$ cat config.mk
export PLATFORM = sky130hd
export DESIGN_NAME = csv_two_column_code_extractor
export DESIGN_NICKNAME = d
export VERILOG_FILES = /design/src/hw/rtl/csvx_pkg.sv /design/src/hw/rtl/csv_two_column_code_extractor.sv /design/src/hw/rtl/csvx_cfg_regs.sv /design/src/hw/rtl/csvx_line_parser.sv
export SDC_FILE = /design/constraint.sdc
export NUM_CORES = 1
export LEC_CHECK = 0
export BUFFER_PORTS_ARGS = -buffer_cell sky130_fd_sc_hd__buf_2
export CAP_MARGIN = 20
export CORE_ASPECT_RATIO = 1.75
export CORE_MARGIN = 2
export CORE_UTILIZATION = 35
export DETAILED_ROUTE_END_ITERATION = 16
export HOLD_SLACK_MARGIN = 0.15
export PLACE_DENSITY = 0.6
export SLEW_MARGIN = 5
export SYNTH_ARGS = -nofsm -noshare
export SYNTH_HDL_FRONTEND = slang
export SYNTH_SLANG_ARGS = --single-unit
$ cat constraint.sdc
create_clock -name clk -period 3.92 [get_ports clk]
set_input_delay 0.784 -clock clk [delete_from_list [all_inputs] [get_ports clk]]
set_output_delay 0.784 -clock clk [all_outputs]
set_load 0.005 [all_outputs]
$ cat src/hw/rtl/csvx_pkg.sv
// csvx_pkg: shared types and constants of the csv two-column code extractor
// used by every module under hw/rtl; depends on nothing
`default_nettype none

package csvx_pkg;

	localparam int CODE_CHARS_DEF = 3;
	localparam int CODE_W         = 24;
	localparam int COL_W          = 8;
	localparam int CFG_IDX_W      = 1;

	localparam logic [COL_W-1:0] FIRST_COLUMN_RST  = 8'd17;
	localparam logic [COL_W-1:0] SECOND_COLUMN_RST = 8'd18;
	localparam logic [COL_W-1:0] COMMA_MAX         = 8'd255;
	localparam logic [7:0]       CHAR_COMMA        = 8'h2C;
	localparam logic [7:0]       CHAR_NUL          = 8'h00;
	localparam logic [15:0]      TEXT_NA           = 16'h4E41;

	localparam logic [CFG_IDX_W-1:0] REG_FIRST_COLUMN  = 1'd0;
	localparam logic [CFG_IDX_W-1:0] REG_SECOND_COLUMN = 1'd1;

	localparam logic [1:0] ST_OK       = 2'd0;
	localparam logic [1:0] ST_INVALID  = 2'd1;
	localparam logic [1:0] ST_TOO_LONG = 2'd2;

	typedef struct packed {
		logic [COL_W-1:0] first_column;
		logic [COL_W-1:0] second_column;
	} cfg_t;

	typedef struct packed {
		logic [1:0]        status;
		logic [CODE_W-1:0] first_code;
		logic [CODE_W-1:0] second_code;
	} result_t;

endpackage

`default_nettype wire

$ cat src/hw/rtl/csv_two_column_code_extractor.sv
// Takes one byte of a comma-separated line per cycle while in_stall is low and gives one
// result item on the byte marked line_end: the two codes captured at the configured comma
// numbers and a status (ok, invalid, too long). A new byte is accepted every cycle unless
// in_stall is high; each byte passes an input register and the combinational line-state
// update, then a line's result goes to the result register. in_stall rises only when a
// line-ending byte is waiting while the result register still holds an untaken result.
// Column registers are written through the cfg channel, which is always ready; write them
// only while no line is in progress. Depends on csvx_pkg, csvx_cfg_regs, csvx_line_parser.
`default_nettype none

module csv_two_column_code_extractor import csvx_pkg::*; #(
	parameter int MAX_CODE_CHARS = CODE_CHARS_DEF
) (
	input  wire logic                 clk,
	input  wire logic                 arst_n,
	input  wire logic                 in_valid,
	output logic                      in_stall,
	input  wire logic [7:0]           text_byte,
	input  wire logic                 line_end,
	output logic                      out_valid,
	input  wire logic                 out_stall,
	output logic [1:0]                status,
	output logic [CODE_W-1:0]         first_code,
	output logic [CODE_W-1:0]         second_code,
	input  wire logic                 cfg_valid,
	output logic                      cfg_ready,
	input  wire logic [CFG_IDX_W-1:0] cfg_index,
	input  wire logic [COL_W-1:0]     cfg_data
);

	cfg_t       cfg;
	result_t    result;
	logic       valid_s1;
	logic [7:0] text_byte_s1;
	logic       line_end_s1;
	logic       go_s1;
	logic       out_valid_q;
	result_t    result_q;

	csvx_cfg_regs u_cfg (
		.clk       (clk),
		.arst_n    (arst_n),
		.cfg_valid (cfg_valid),
		.cfg_ready (cfg_ready),
		.cfg_index (cfg_index),
		.cfg_data  (cfg_data),
		.cfg       (cfg)
	);

	// a line-ending item waits only when the result register is still full and out_stall is high
	assign go_s1    = valid_s1 && !(line_end_s1 && out_valid_q && out_stall);
	assign in_stall = valid_s1 && !go_s1;

	always_ff @(posedge clk or negedge arst_n) begin
		if (!arst_n) begin
			valid_s1 <= 1'b0;
		end else if (!in_stall) begin
			valid_s1 <= in_valid;
		end
	end

	always_ff @(posedge clk) begin
		if (in_valid && !in_stall) begin
			text_byte_s1 <= text_byte;
			line_end_s1  <= line_end;
		end
	end

	csvx_line_parser #(
		.MAX_CODE_CHARS (MAX_CODE_CHARS)
	) u_parser (
		.clk       (clk),
		.arst_n    (arst_n),
		.cfg       (cfg),
		.go        (go_s1),
		.text_byte (text_byte_s1),
		.line_end  (line_end_s1),
		.result    (result)
	);

	always_ff @(posedge clk or negedge arst_n) begin
		if (!arst_n) begin
			out_valid_q <= 1'b0;
		end else begin
			out_valid_q <= (go_s1 && line_end_s1) || (out_valid_q && out_stall);
		end
	end

	always_ff @(posedge clk) begin
		if (go_s1 && line_end_s1)
			result_q <= result;
	end

	assign out_valid   = out_valid_q;
	assign status      = result_q.status;
	assign first_code  = result_q.first_code;
	assign second_code = result_q.second_code;

endmodule

`default_nettype wire

$ cat src/hw/rtl/csvx_cfg_regs.sv
// csvx_cfg_regs: column number registers behind the configuration write channel
// depends on csvx_pkg
`default_nettype none

module csvx_cfg_regs import csvx_pkg::*; (
	input  wire logic                 clk,
	input  wire logic                 arst_n,
	input  wire logic                 cfg_valid,
	output logic                      cfg_ready,
	input  wire logic [CFG_IDX_W-1:0] cfg_index,
	input  wire logic [COL_W-1:0]     cfg_data,
	output cfg_t                      cfg
);

	cfg_t cfg_q;

	assign cfg_ready = 1'b1;
	assign cfg       = cfg_q;

	always_ff @(posedge clk or negedge arst_n) begin
		if (!arst_n) begin
			cfg_q.first_column  <= FIRST_COLUMN_RST;
			cfg_q.second_column <= SECOND_COLUMN_RST;
		end else if (cfg_valid && cfg_ready) begin
			case (cfg_index)
				REG_FIRST_COLUMN:  cfg_q.first_column  <= cfg_data;
				REG_SECOND_COLUMN: cfg_q.second_column <= cfg_data;
				default: ;
			endcase
		end
	end

endmodule

`default_nettype wire

$ cat src/hw/rtl/csvx_line_parser.sv
// csvx_line_parser: per-line state and the one-byte update that builds the result
// depends on csvx_pkg; fed from the input register of the top level
`default_nettype none

module csvx_line_parser import csvx_pkg::*; #(
	parameter int MAX_CODE_CHARS = CODE_CHARS_DEF
) (
	input  wire logic             clk,
	input  wire logic             arst_n,
	input  wire cfg_t             cfg,
	input  wire logic             go,
	input  wire logic [7:0]       text_byte,
	input  wire logic             line_end,
	output result_t               result
);

	localparam int CHARS_W = 8 * MAX_CODE_CHARS;
	localparam int LEN_W   = $clog2(MAX_CODE_CHARS + 2);
	localparam logic [LEN_W-1:0] LEN_MAX  = LEN_W'(MAX_CODE_CHARS);
	localparam logic [LEN_W-1:0] LEN_OVER = LEN_W'(MAX_CODE_CHARS + 1);
	localparam logic [LEN_W-1:0] LEN_NA   = LEN_W'(2);
	// "NA" placed at the first two positions; the second letter drops off for one-char codes
	localparam logic [CHARS_W+15:0] NA_WIDE = {{CHARS_W{1'b0}}, TEXT_NA} << CHARS_W;
	localparam logic [CHARS_W-1:0]  NA_CODE = NA_WIDE[CHARS_W+15:16];

	logic [COL_W-1:0]   comma_count_q, comma_count_d, comma_inc;
	logic [LEN_W-1:0]   field_length_q, field_length_d;
	logic [CHARS_W-1:0] field_chars_q, field_chars_d;
	logic [CHARS_W-1:0] first_held_q, first_held_d;
	logic [CHARS_W-1:0] second_held_q, second_held_d;
	logic [1:0]         found_marks_q, found_marks_d;
	logic [1:0]         line_status_q, line_status_d;
	logic               stopped_q, stopped_d;
	logic [1:0]         res_status;
	logic [CHARS_W+CODE_W-1:0] first_ext, second_ext;

	always_comb begin
		comma_count_d  = comma_count_q;
		field_length_d = field_length_q;
		field_chars_d  = field_chars_q;
		first_held_d   = first_held_q;
		second_held_d  = second_held_q;
		found_marks_d  = found_marks_q;
		line_status_d  = line_status_q;
		stopped_d      = stopped_q;
		comma_inc      = comma_count_q + 8'd1;

		if (!stopped_q && line_status_q == ST_OK) begin
			if (text_byte == CHAR_NUL) begin
				stopped_d = 1'b1;
			end else if (text_byte == CHAR_COMMA) begin
				if (comma_count_q != COMMA_MAX) begin
					comma_count_d = comma_inc;
					if (comma_inc == cfg.first_column || comma_inc == cfg.second_column) begin
						if (field_length_q == '0) begin
							line_status_d = ST_INVALID;
						end else if (field_length_q > LEN_MAX) begin
							line_status_d = ST_TOO_LONG;
						end else if (field_length_q == LEN_NA && field_chars_q == NA_CODE) begin
							line_status_d = ST_INVALID;
						end else if (comma_inc == cfg.first_column) begin
							first_held_d     = field_chars_q;
							found_marks_d[0] = 1'b1;
						end else begin
							second_held_d    = field_chars_q;
							found_marks_d[1] = 1'b1;
						end
					end
				end
				field_length_d = '0;
				field_chars_d  = '0;
			end else if (field_length_q < LEN_MAX) begin
				// characters fill from the top byte down
				for (int i = 0; i < MAX_CODE_CHARS; i++) begin
					if (field_length_q == LEN_W'(i))
						field_chars_d[8*(MAX_CODE_CHARS-1-i) +: 8] = text_byte;
				end
				field_length_d = field_length_q + LEN_W'(1);
			end else begin
				field_length_d = LEN_OVER;
			end
		end

		res_status = line_status_d;
		if (res_status == ST_OK && found_marks_d != 2'b11)
			res_status = ST_INVALID;
	end

	assign first_ext  = {{CODE_W{1'b0}}, first_held_d};
	assign second_ext = {{CODE_W{1'b0}}, second_held_d};

	always_comb begin
		result.status      = res_status;
		result.first_code  = (res_status == ST_OK) ? first_ext[CODE_W-1:0]  : '0;
		result.second_code = (res_status == ST_OK) ? second_ext[CODE_W-1:0] : '0;
	end

	always_ff @(posedge clk or negedge arst_n) begin
		if (!arst_n) begin
			comma_count_q  <= '0;
			field_length_q <= '0;
			field_chars_q  <= '0;
			first_held_q   <= '0;
			second_held_q  <= '0;
			found_marks_q  <= '0;
			line_status_q  <= ST_OK;
			stopped_q      <= 1'b0;
		end else if (go) begin
			if (line_end) begin
				comma_count_q  <= '0;
				field_length_q <= '0;
				field_chars_q  <= '0;
				first_held_q   <= '0;
				second_held_q  <= '0;
				found_marks_q  <= '0;
				line_status_q  <= ST_OK;
				stopped_q      <= 1'b0;
			end else begin
				comma_count_q  <= comma_count_d;
				field_length_q <= field_length_d;
				field_chars_q  <= field_chars_d;
				first_held_q   <= first_held_d;
				second_held_q  <= second_held_d;
				found_marks_q  <= found_marks_d;
				line_status_q  <= line_status_d;
				stopped_q      <= stopped_d;
			end
		end
	end

endmodule

`default_nettype wire
Word level (Yosys, flattened, before mapping) --
Cells that the tools add are included.
Storage, ports and cells: register bits 165, input port bits 23, output and inout bits 53, logic and storage cells 132
Operators by class: add/sub/neg operators 2, magnitude comparators 2, equal/unequal tests 9, multiplexer cells 62, bitwise logic cells 1, reductions and logical operators 37
Operator list (number):
- 24-bit two-way mux | 25
- 8-bit two-way mux | 8
- 2-bit two-way mux | 19
- 24-bit by 23-bit == test with 1-bit output, second input constant | 1
- 5-bit AND reduction | 4
- 8-bit == test | 2
- 3-bit two-way mux | 5
- 3-bit nonzero test | 4
- 1-bit logical AND | 10
- 8-bit by 1-bit adder with 8-bit output, second input constant | 1
- 8-bit by 6-bit == test with 1-bit output, second input constant | 1
- 8-bit zero test | 1
- 8-bit inequality test, second input constant | 1
- 2-bit nonzero test | 4
- 2-bit zero test | 3
- 3-bit AND reduction | 2
- 1-bit two-way mux | 5
- 1-bit zero test | 4
- 2-bit inequality test, second input constant | 2
- 2-bit AND reduction | 2
- 3-bit by 1-bit adder with 3-bit output, second input constant | 1
- 3-bit by 1-bit == test with 1-bit output, second input constant | 1
- 3-bit by 2-bit == test with 1-bit output, second input constant | 1
- 3-bit by 2-bit > comparator with 1-bit output, second input constant | 1
- 4 further kinds | 5

Depth between registers and ports, before layout --
Gate-level depths: netlist of run 1.
depth after elaboration 15, gate-level depth with buffers 12, mapped depth without buffers 10

Modules after synthesis --
Synthesis of run 1 repeated with hierarchy kept, for this count alone.
Unflattened totals: cell total of the unflattened synthesis 679, area, all modules 8264.2 um^2
Modules (own cells, without submodules):
- csvx_line_parser | times used 1, cells an instance 571, area an instance 5729.2 um^2, seq. area each 2202.1 um^2
- csv_two_column_code_extractor | times used 1, cells an instance 71, area an instance 1876.8 um^2, seq. area each 1821.7 um^2
- csvx_cfg_regs | times used 1, cells an instance 37, area an instance 658.1 um^2, seq. area each 405.4 um^2

Worst setup path before layout of run 1 --
OpenSTA, ideal clock, no wires.
kind input port to flip-flop, start point input out_stall, end point register u_parser.field_chars_q[10], library setup time 0.125 ns, arrival time 3.204 ns, required time 3.795 ns, setup slack 0.591 ns, stages on the path 7, path buffers 0, cell sequence nand3_1 -> and2_0 -> nand2_1 -> inv_1 -> nor2_1 -> a21oi_2 -> mux2_2
Between the ends: word-level cells in the longest chain between the ends 4
Ends and longest elaborated chain:
- from (decl) | RTL line csv_two_column_code_extractor.sv:21 | input wire logic out_stall,
- 1-bit logical AND | RTL line csv_two_column_code_extractor.sv:51 | assign go_s1 = valid_s1 && !(line_end_s1 && out_valid_q && out_stall);
- 1-bit zero test | RTL line csv_two_column_code_extractor.sv:51
- 1-bit logical AND | RTL line csv_two_column_code_extractor.sv:51
- 5-bit AND reduction (no line)
- to (signal assigned) | RTL line csvx_line_parser.sv:121 | field_chars_q <= field_chars_d;
- to (decl) | RTL line csvx_line_parser.sv:28 | logic [CHARS_W-1:0] field_chars_q, field_chars_d;
No other way between the ends. A chain may end at the register's enable or synchronous reset.

Final worst setup path of run 1 --
start point register u_parser.comma_count_q[0], end point register result_q (netlist bit second_code[16]) (data pin)
Between the ends: word-level cells in the longest chain between the ends 15, elaborated cells on any way between the ends 34, classes of those cells add/sub (1); eq/ne (4); mux (25); reduce/logical (4)
Ends and longest elaborated chain:
- from (decl) | RTL line csvx_line_parser.sv:26 | logic [COL_W-1:0] comma_count_q, comma_count_d, comma_inc;
- from (signal assigned) | RTL line csvx_line_parser.sv:119 | comma_count_q <= comma_count_d;
- 8-bit by 1-bit adder with 8-bit output | RTL line csvx_line_parser.sv:46 | comma_inc = comma_count_q + 8'd1;
- 8-bit == test | RTL line csvx_line_parser.sv:54, csvx_line_parser.sv:61
- 1-bit two-way mux | RTL line csvx_line_parser.sv:61 | end else if (comma_inc == cfg.first_column) begin
- 2-bit two-way mux | RTL line csvx_line_parser.sv:59 | end else if (field_length_q == LEN_NA && field_chars_q == NA_CODE) begin
- 2-bit two-way mux | RTL line csvx_line_parser.sv:57 | end else if (field_length_q > LEN_MAX) begin
- 2-bit two-way mux | RTL line csvx_line_parser.sv:55 | if (field_length_q == '0) begin
- 2-bit two-way mux | RTL line csvx_line_parser.sv:54 | if (comma_inc == cfg.first_column || comma_inc == cfg.second_column) begin
- 2-bit two-way mux | RTL line csvx_line_parser.sv:52 | if (comma_count_q != COMMA_MAX) begin
- 2-bit two-way mux | RTL line csvx_line_parser.sv:51 | end else if (text_byte == CHAR_COMMA) begin
- 2-bit two-way mux | RTL line csvx_line_parser.sv:49 | if (text_byte == CHAR_NUL) begin
- 2-bit two-way mux | RTL line csvx_line_parser.sv:48 | if (!stopped_q && line_status_q == ST_OK) begin
- 2-bit inequality test | RTL line csvx_line_parser.sv:85 | if (res_status == ST_OK && found_marks_d != 2'b11)
- 1-bit logical AND | RTL line csvx_line_parser.sv:85
- 2-bit two-way mux | RTL line csvx_line_parser.sv:85
- 2-bit zero test | RTL line csvx_line_parser.sv:95 | result.second_code = (res_status == ST_OK) ? second_ext[CODE_W-1:0] : '0;
- to (signal assigned) | RTL line csv_two_column_code_extractor.sv:91 | result_q <= result;
- to (decl) | RTL line csv_two_column_code_extractor.sv:38 | result_t result_q;
Several ways; a longest one is shown, not always the timed one.

==> results.json, run 1 <==
{
  "first_pass_iters": 4,
  "synth_top_area_cell": "dfrtp_1",
  "p_clk_frac": 0.391,
  "gp_congestion": 0.843,
  "crit_chain": "ha_1 > xor3_1 > nor3_2 > o211ai_2 > nor4_4 > a21o_1 > a21oi_1 > o211ai_4 > buf_12 > nor2_1",
  "worstPathRequired_ns": 4.10,
  "r2r_slack_ns": 0.38,
  "synthFlopType": "dfrtp_1",
  "tightestPinTransition_ns": 0.845,
  "post-cts-setup-buffers": 0,
  "syn-cell-area_um2": 7880,
  "vias_per_cell": 5.05,
  "cts_sinks": 165,
  "slowest_delay_ns": 0.68,
  "critical_path.top_delay_family": "compound AO/OA/AOI/OAI gates",
  "dpl.hpwl_mm": 12.3,
  "antenna_found_initial": 0,
  "yosys_register_bits": 165,
  "synth_cells": 705,
  "startpoint_type": "flop",
  "timing.rr.start": "u_parser.comma_count_q[0]",
  "ff2ff_path_depth": 10,
  "timing.fmax_mhz": 282,
  "finalHoldViolCount": 0,
  "seqPwrFrac": 0.506,
  "core-area_um2": 22100,
  "power_frac_comb": 0.102,
  "syn_nets": 734,
  "cell_internal_pwr_mw": 3.00,
  "rr_endpoint": "second_code[16]",
  "period_share": 0.904,
  "ys_types": 61,
  "die_h_um": 203,
  "ys_top_cells_by_count": "dfrtp_1, nand2_1, nor2_1, edfxtp_1, a21oi_1",
  "power.switching_mw": 1.11,
  "wl_met2_mm": 9.54,
  "setup_violations": 0,
  "p_per_area_nw_per_um2": 452,
  "wl_met1_mm": 7.11,
  "async_flop_share": 0.642,
  "yosys_warnings": 0,
  "placed_area_um2": 8540,
  "cts.path.max_buffers": 2,
  "clk_latency_ns": 0.43,
  "drt_iter0_markers": 329,
  "cp_num_buf_inv": 1,
  "utilization": 0.413,
  "synth_edf_count": 59,
  "rows": 72,
  "cts.hold.buffers_added": 0,
  "ys_seq_area_frac": 0.562,
  "slew_violations": 0,
  "design_area_um2": 9110,
  "hp-class": "input port to asynchronous set/reset pin",
  "endpoint_kind": "flop",
  "wl_mm": 17.7,
  "leakagePower_nw": 3.76,
  "num_vias": 5433,
  "dieArea_um2": 23800,
  "fin_nets": 797,
  "switching_share": 0.271,
  "slew_headroom": 0.436,
  "cts-resized-gates": 0,
  "ys_top_cells_by_area": "dfrtp_1, edfxtp_1, mux2_2, a21oi_1, nand2_1",
  "drive_gt1_frac": 0.232,
  "crit_type": "flop to flop",
  "io_pins": 76,
  "drc": 0,
  "met3WireLength_um": 659,
  "cts_root_buf": "clkbuf_16",
  "wire_per_inst_um": 16.5,
  "port_buffers": 74,
  "arrival_ns": 3.72,
  "antenna_cells": 0,
  "grt_overflow": 0,
  "worst_path_max_delay_cell": "o211ai_4",
  "startpoint": "u_parser.comma_count_q[0]",
  "rsz0062_at_grt": "false",
  "die_x_um": 117,
  "highest-signal-layer": "met4",
  "cts_inserted_buffers": 17,
  "track_usage": 0.155,
  "avgSynthCellArea_um2": 11.2,
  "synth_top_area_share": 0.324,
  "finalCriticalPeriod_ns": 3.54,
  "fillers": 2096,
  "ant_nets": 0,
  "grt_first_pass_wirelength_mm": 29.2,
  "outcome": "complete, no violations",
  "clkTransAtPathRegs_ns": 0.07,
  "grt_pass1_vias": 5427,
  "cp_max_fo": 30,
  "initial_core_util": 0.357,
  "grt_max_degree": 55,
  "vdd_drop_max_v": 0.000201,
  "cts_tree": "yes",
  "tns_ns": 0,
  "finClkSkew_ns": 0.0108,
  "drv_cap": 0,
  "area_delta_synth_final_pct": 15.6,
  "cts_max_level": 4,
  "yosysMostFrequentCell": "dfrtp_1"
}
-- metrics by stage --
| step | power [mW] | std cells | setup WS [ns] | hold slack [ns] |
|---|---|---|---|---|
| final | 4.11 | 1076 | 0.377 | 0.417 |
| after CTS | 4.17 | 1076 | 0.357 | 0.427 |
| after global routing | 4.29 | 1076 | 0.151 | 0.461 |
| after detailed placement | 2.55 | 1045 | 0.364 | 0.463 |
| after global placement | 2.54 | 1045 | 0.465 | 0.455 |
| after floorplan | 2.35 | 705 | 0.591 | 0.442 |
-- sequential cells by signal, summed over array words and instances (netlist names), 2 cells and up --
name                     cells
first_code                  24
second_code                 24
u_parser.field_chars_q      24
u_parser.first_held_q       24
u_parser.second_held_q      24
u_cfg.cfg                   16
text_byte_s1                 8
u_parser.comma_count_q       8
u_parser.field_length_q      3
status                       2
u_parser.found_marks_q       2
u_parser.line_status_q       2
-- cells in the final DEF, fill, tap and decap left out, types with 5 or more instances in the layout --
master,n
a21oi_1,54
a22oi_1,24
and2_1,7
buf_2,73
buf_4,9
clkbuf_16,18
dfrtp_1,102
edfxtp_1,59
ha_1,6
inv_1,8
mux2_2,37
mux2i_1,23
nand2_1,71
nand2b_1,5
nand3_1,9
nand4_1,8
nor2_1,60
nor2_4,10
nor2b_1,34
o21ai_0,29
o21ai_1,39
xnor2_1,9
xor2_1,5
-- power groups by stage --
stage	clock network, mW	registers [mW]	logic, mW
after detailed placement	0	2.12	0.426
after CTS	1.66	2.09	0.428
after floorplan	0	2.06	0.297
final	1.61	2.08	0.421
after global routing	1.72	2.10	0.467
after global placement	0	2.12	0.420
-- final cells by class --
type,count,area (um2),area share
Clock buffer,21,482,0.0529
Clock inverter,10,86.3,0.00948
Inverter,9,33.8,0.00371
Multi-Input combinational cell,490,3220,0.353
Sequential cell,165,4430,0.486
Tap cell,296,370,0.0407
Timing Repair Buffer,85,493,0.0541
-- worst reg2reg max path: stages (launching register included) --
cell and delay [ns]:
dfrtp_1 0.47, ha_1 0.36, xor3_1 0.38, nor3_2 0.24
o211ai_2 0.15, nor4_4 0.33, a21o_1 0.18, a21oi_1 0.13
o211ai_4 0.68, buf_12 0.29, nor2_1 0.09
-- layer usage --
metal  GRT usage  up-vias
met4      0.0620        0
met1       0.180     2610
met3      0.0317       22
li1            -     2663
met2       0.280      138
met5           0        -
-- kinds of logic after synthesis --
logic type | Yosys count | share of synthesized area
buffers and inverters | 50 | 0.0314
AND/OR/NAND/NOR | 232 | 0.155
flip-flops | 165 | 0.562
AO/OA/AOI/OAI | 172 | 0.129
XOR/XNOR | 19 | 0.0303
adder cells (fa/ha/maj) | 6 | 0.00952
other | 1 | 0.000476
multiplexers | 60 | 0.0821
-- worst max path at each step --
stage,slack (ns),end,depth (start not counted)
2_1_floorplan,0.59,u_parser.field_chars_q[10],7
3_3_place_gp,0.46,first_code[3],10
3_5_place_dp,0.36,first_code[4],10
4_1_cts,0.36,second_code[16],10
5_1_grt,0.15,first_code[21],10
6_report,0.38,second_code[16],10
Note: power is estimated with default switching activity, not from simulation.
==> inputs of run 2 (changes only) <==
--- a/config.mk
+++ b/config.mk
@@ -8,7 +8,6 @@
 export BUFFER_PORTS_ARGS = -buffer_cell sky130_fd_sc_hd__buf_2
 export CAP_MARGIN = 20
 export CORE_ASPECT_RATIO = 1.75
-export CORE_MARGIN = 2
 export CORE_UTILIZATION = 35
 export DETAILED_ROUTE_END_ITERATION = 16
 export HOLD_SLACK_MARGIN = 0.15
==> run 2 against run 1 <==
  * Clock power rose by 15%
  * First-iteration DRC count did not move
  * Power rose by 5.8%
  * Via count rose by 2.1%
  * Sequential share of layout area fell by 0.64 points
  * Worst hold slack got worse by 0.044 ns
  * Largest cell class unchanged
==> results.json, run 2 (synthesized netlist as in run 1, its figures left out) <==
{
  "track_usage": 0.164,
  "cts_tree": "yes",
  "drv_cap": 0,
  "cts.path.max_buffers": 2,
  "area_delta_synth_final_pct": 17.1,
  "ff2ff_path_depth": 10,
  "dp_cells": 1046,
  "endpoint_kind": "flop",
  "leakagePower_nw": 3.83,
  "stdcell_count": 1078,
  "cp_max_fo": 35,
  "final_cell_mix": "dfrtp_1, buf_2, nand2_1",
  "fin_nets": 798,
  "power_mw": 4.35,
  "p_per_area_nw_per_um2": 472,
  "cts.hold.buffers_added": 0,
  "core-area_um2": 22100,
  "cts_root_buf": "clkbuf_16",
  "worstPathRequired_ns": 4.09,
  "cts_max_level": 4,
  "vias_per_cell": 5.14,
  "gp_congestion": 0.812,
  "period_share": 0.890,
  "die_h_um": 201,
  "fillers": 2116,
  "outcome": "complete, no violations",
  "cts_sinks": 165,
  "timing.fmax_mhz": 287,
  "dieArea_um2": 23200,
  "cts-resized-gates": 0,
  "grt_overflow": 0,
  "placed_area_um2": 8560,
  "clkTransAtPathRegs_ns": 0.07,
  "finalHoldViolCount": 0,
  "arrival_ns": 3.66,
  "grt_max_degree": 61,
  "port_buffers": 74,
  "rows": 72,
  "slew_headroom": 0.404,
  "wl_mm": 17.7,
  "finClkSkew_ns": 0.0114,
  "hp-class": "input port to asynchronous set/reset pin",
  "startpoint": "u_parser.comma_count_q[0]",
  "design_area_um2": 9230,
  "mostFrequentLayoutCell": "dfrtp_1",
  "finalCriticalPeriod_ns": 3.49,
  "dp_slack_ns": 0.469,
  "startpoint_type": "flop",
  "first_pass_iters": 4,
  "crit_end": "second_code[21]",
  "clk_latency_ns": 0.43,
  "setup_violations": 0,
  "num_vias": 5545,
  "timing.rr.start": "u_parser.comma_count_q[0]",
  "initial_core_util": 0.357,
  "post-cts-setup-buffers": 0,
  "drc": 0,
  "tns_ns": 0,
  "drive_gt1_frac": 0.233,
  "rr_endpoint": "second_code[21]",
  "r2r_slack_ns": 0.43,
  "io_pins": 76,
  "rsz0062_at_grt": "false",
  "drt_iter0_markers": 329,
  "vdd_drop_max_v": 0.000269,
  "crit_type": "flop to flop",
  "regArea_um2": 4430,
  "worst_hold_slack_ns": 0.372,
  "setup_slack_ns": 0.431,
  "multiInputGateArea_um2": 3220,
  "antenna_found_initial": 0,
  "grt_pass1_vias": 5454,
  "cts_inserted_buffers": 17,
  "ant_nets": 0,
  "dpl.hpwl_mm": 12.1,
  "die_x_um": 115,
  "antenna_cells": 0,
  "utilization": 0.418,
  "slew_violations": 0,
  "tightestPinTransition_ns": 0.892,
  "wire_per_inst_um": 16.4,
  "grt_first_pass_wirelength_mm": 29.0
}
[run 2: cell count changes in the layout (fill, tap and decap cells not counted)]
| cell | before | now |
|---|---|---|
| buf_12 | 3 | 4 |
| clkinvlp_4 | 1 | 0 |
| clkbuf_1 | 1 | 2 |
| clkinv_2 | 0 | 1 |
| clkbuf_16 | 18 | 22 |
| inv_6 | 3 | 2 |
| clkbuf_8 | 2 | 1 |
| inv_8 | 1 | 0 |
| bufinv_16 | 0 | 2 |
| clkinv_4 | 4 | 1 |
[run 2: worst max-delay path, stage by stage (launching register included)]
cell and delay, ns:
dfrtp_1 0.49, ha_1 0.37, xor3_1 0.38, nor3_2 0.20
o211ai_2 0.15, nor4_4 0.34, a21o_1 0.18, a21oi_1 0.13
o211ai_4 0.59, buf_12 0.29, nor2_1 0.08
[run 2: per-layer routing]
metal | wire length [um] | part of all wire | track usage
met5 | 0 | 0 | 0
met4 | 469 | 0.026 | 0.0696
met3 | 567 | 0.032 | 0.0302
met2 | 9400 | 0.53 | 0.286
met1 | 7280 | 0.41 | 0.194
[run 2: power breakdown]
group / switching, mW / internal [mW]
logic: 0.234 / 0.192
registers: 0.163 / 1.92
clock network: 0.694 / 1.15
[run 2: worst min path at each step]
| stage | end | slack (ns) | from | depth (start not counted) |
|---|---|---|---|---|
| 5_1_grt | u_cfg.cfg[13] | 0.43 | arst_n | 1 |
| 2_1_floorplan | u_parser.second_held_q[0] | 0.44 | u_parser.second_held_q[0] | 2 |
| 3_3_place_gp | u_parser.second_held_q[10] | 0.45 | u_parser.second_held_q[10] | 2 |
| 4_1_cts | u_cfg.cfg[11] | 0.39 | arst_n | 1 |
| 3_5_place_dp | u_parser.second_held_q[9] | 0.46 | u_parser.second_held_q[9] | 2 |
| 6_report | u_parser.comma_count_q[6] | 0.37 | arst_n | 1 |
[run 2: area by class of cell]
type,instances,area share
timing repair buffer,86,0.0556
sequential,165,0.480
clock buffer,25,0.0619
multi-input combinational,490,0.348
inverter,9,0.00366
clock inverter,7,0.0106
tap,296,0.0401
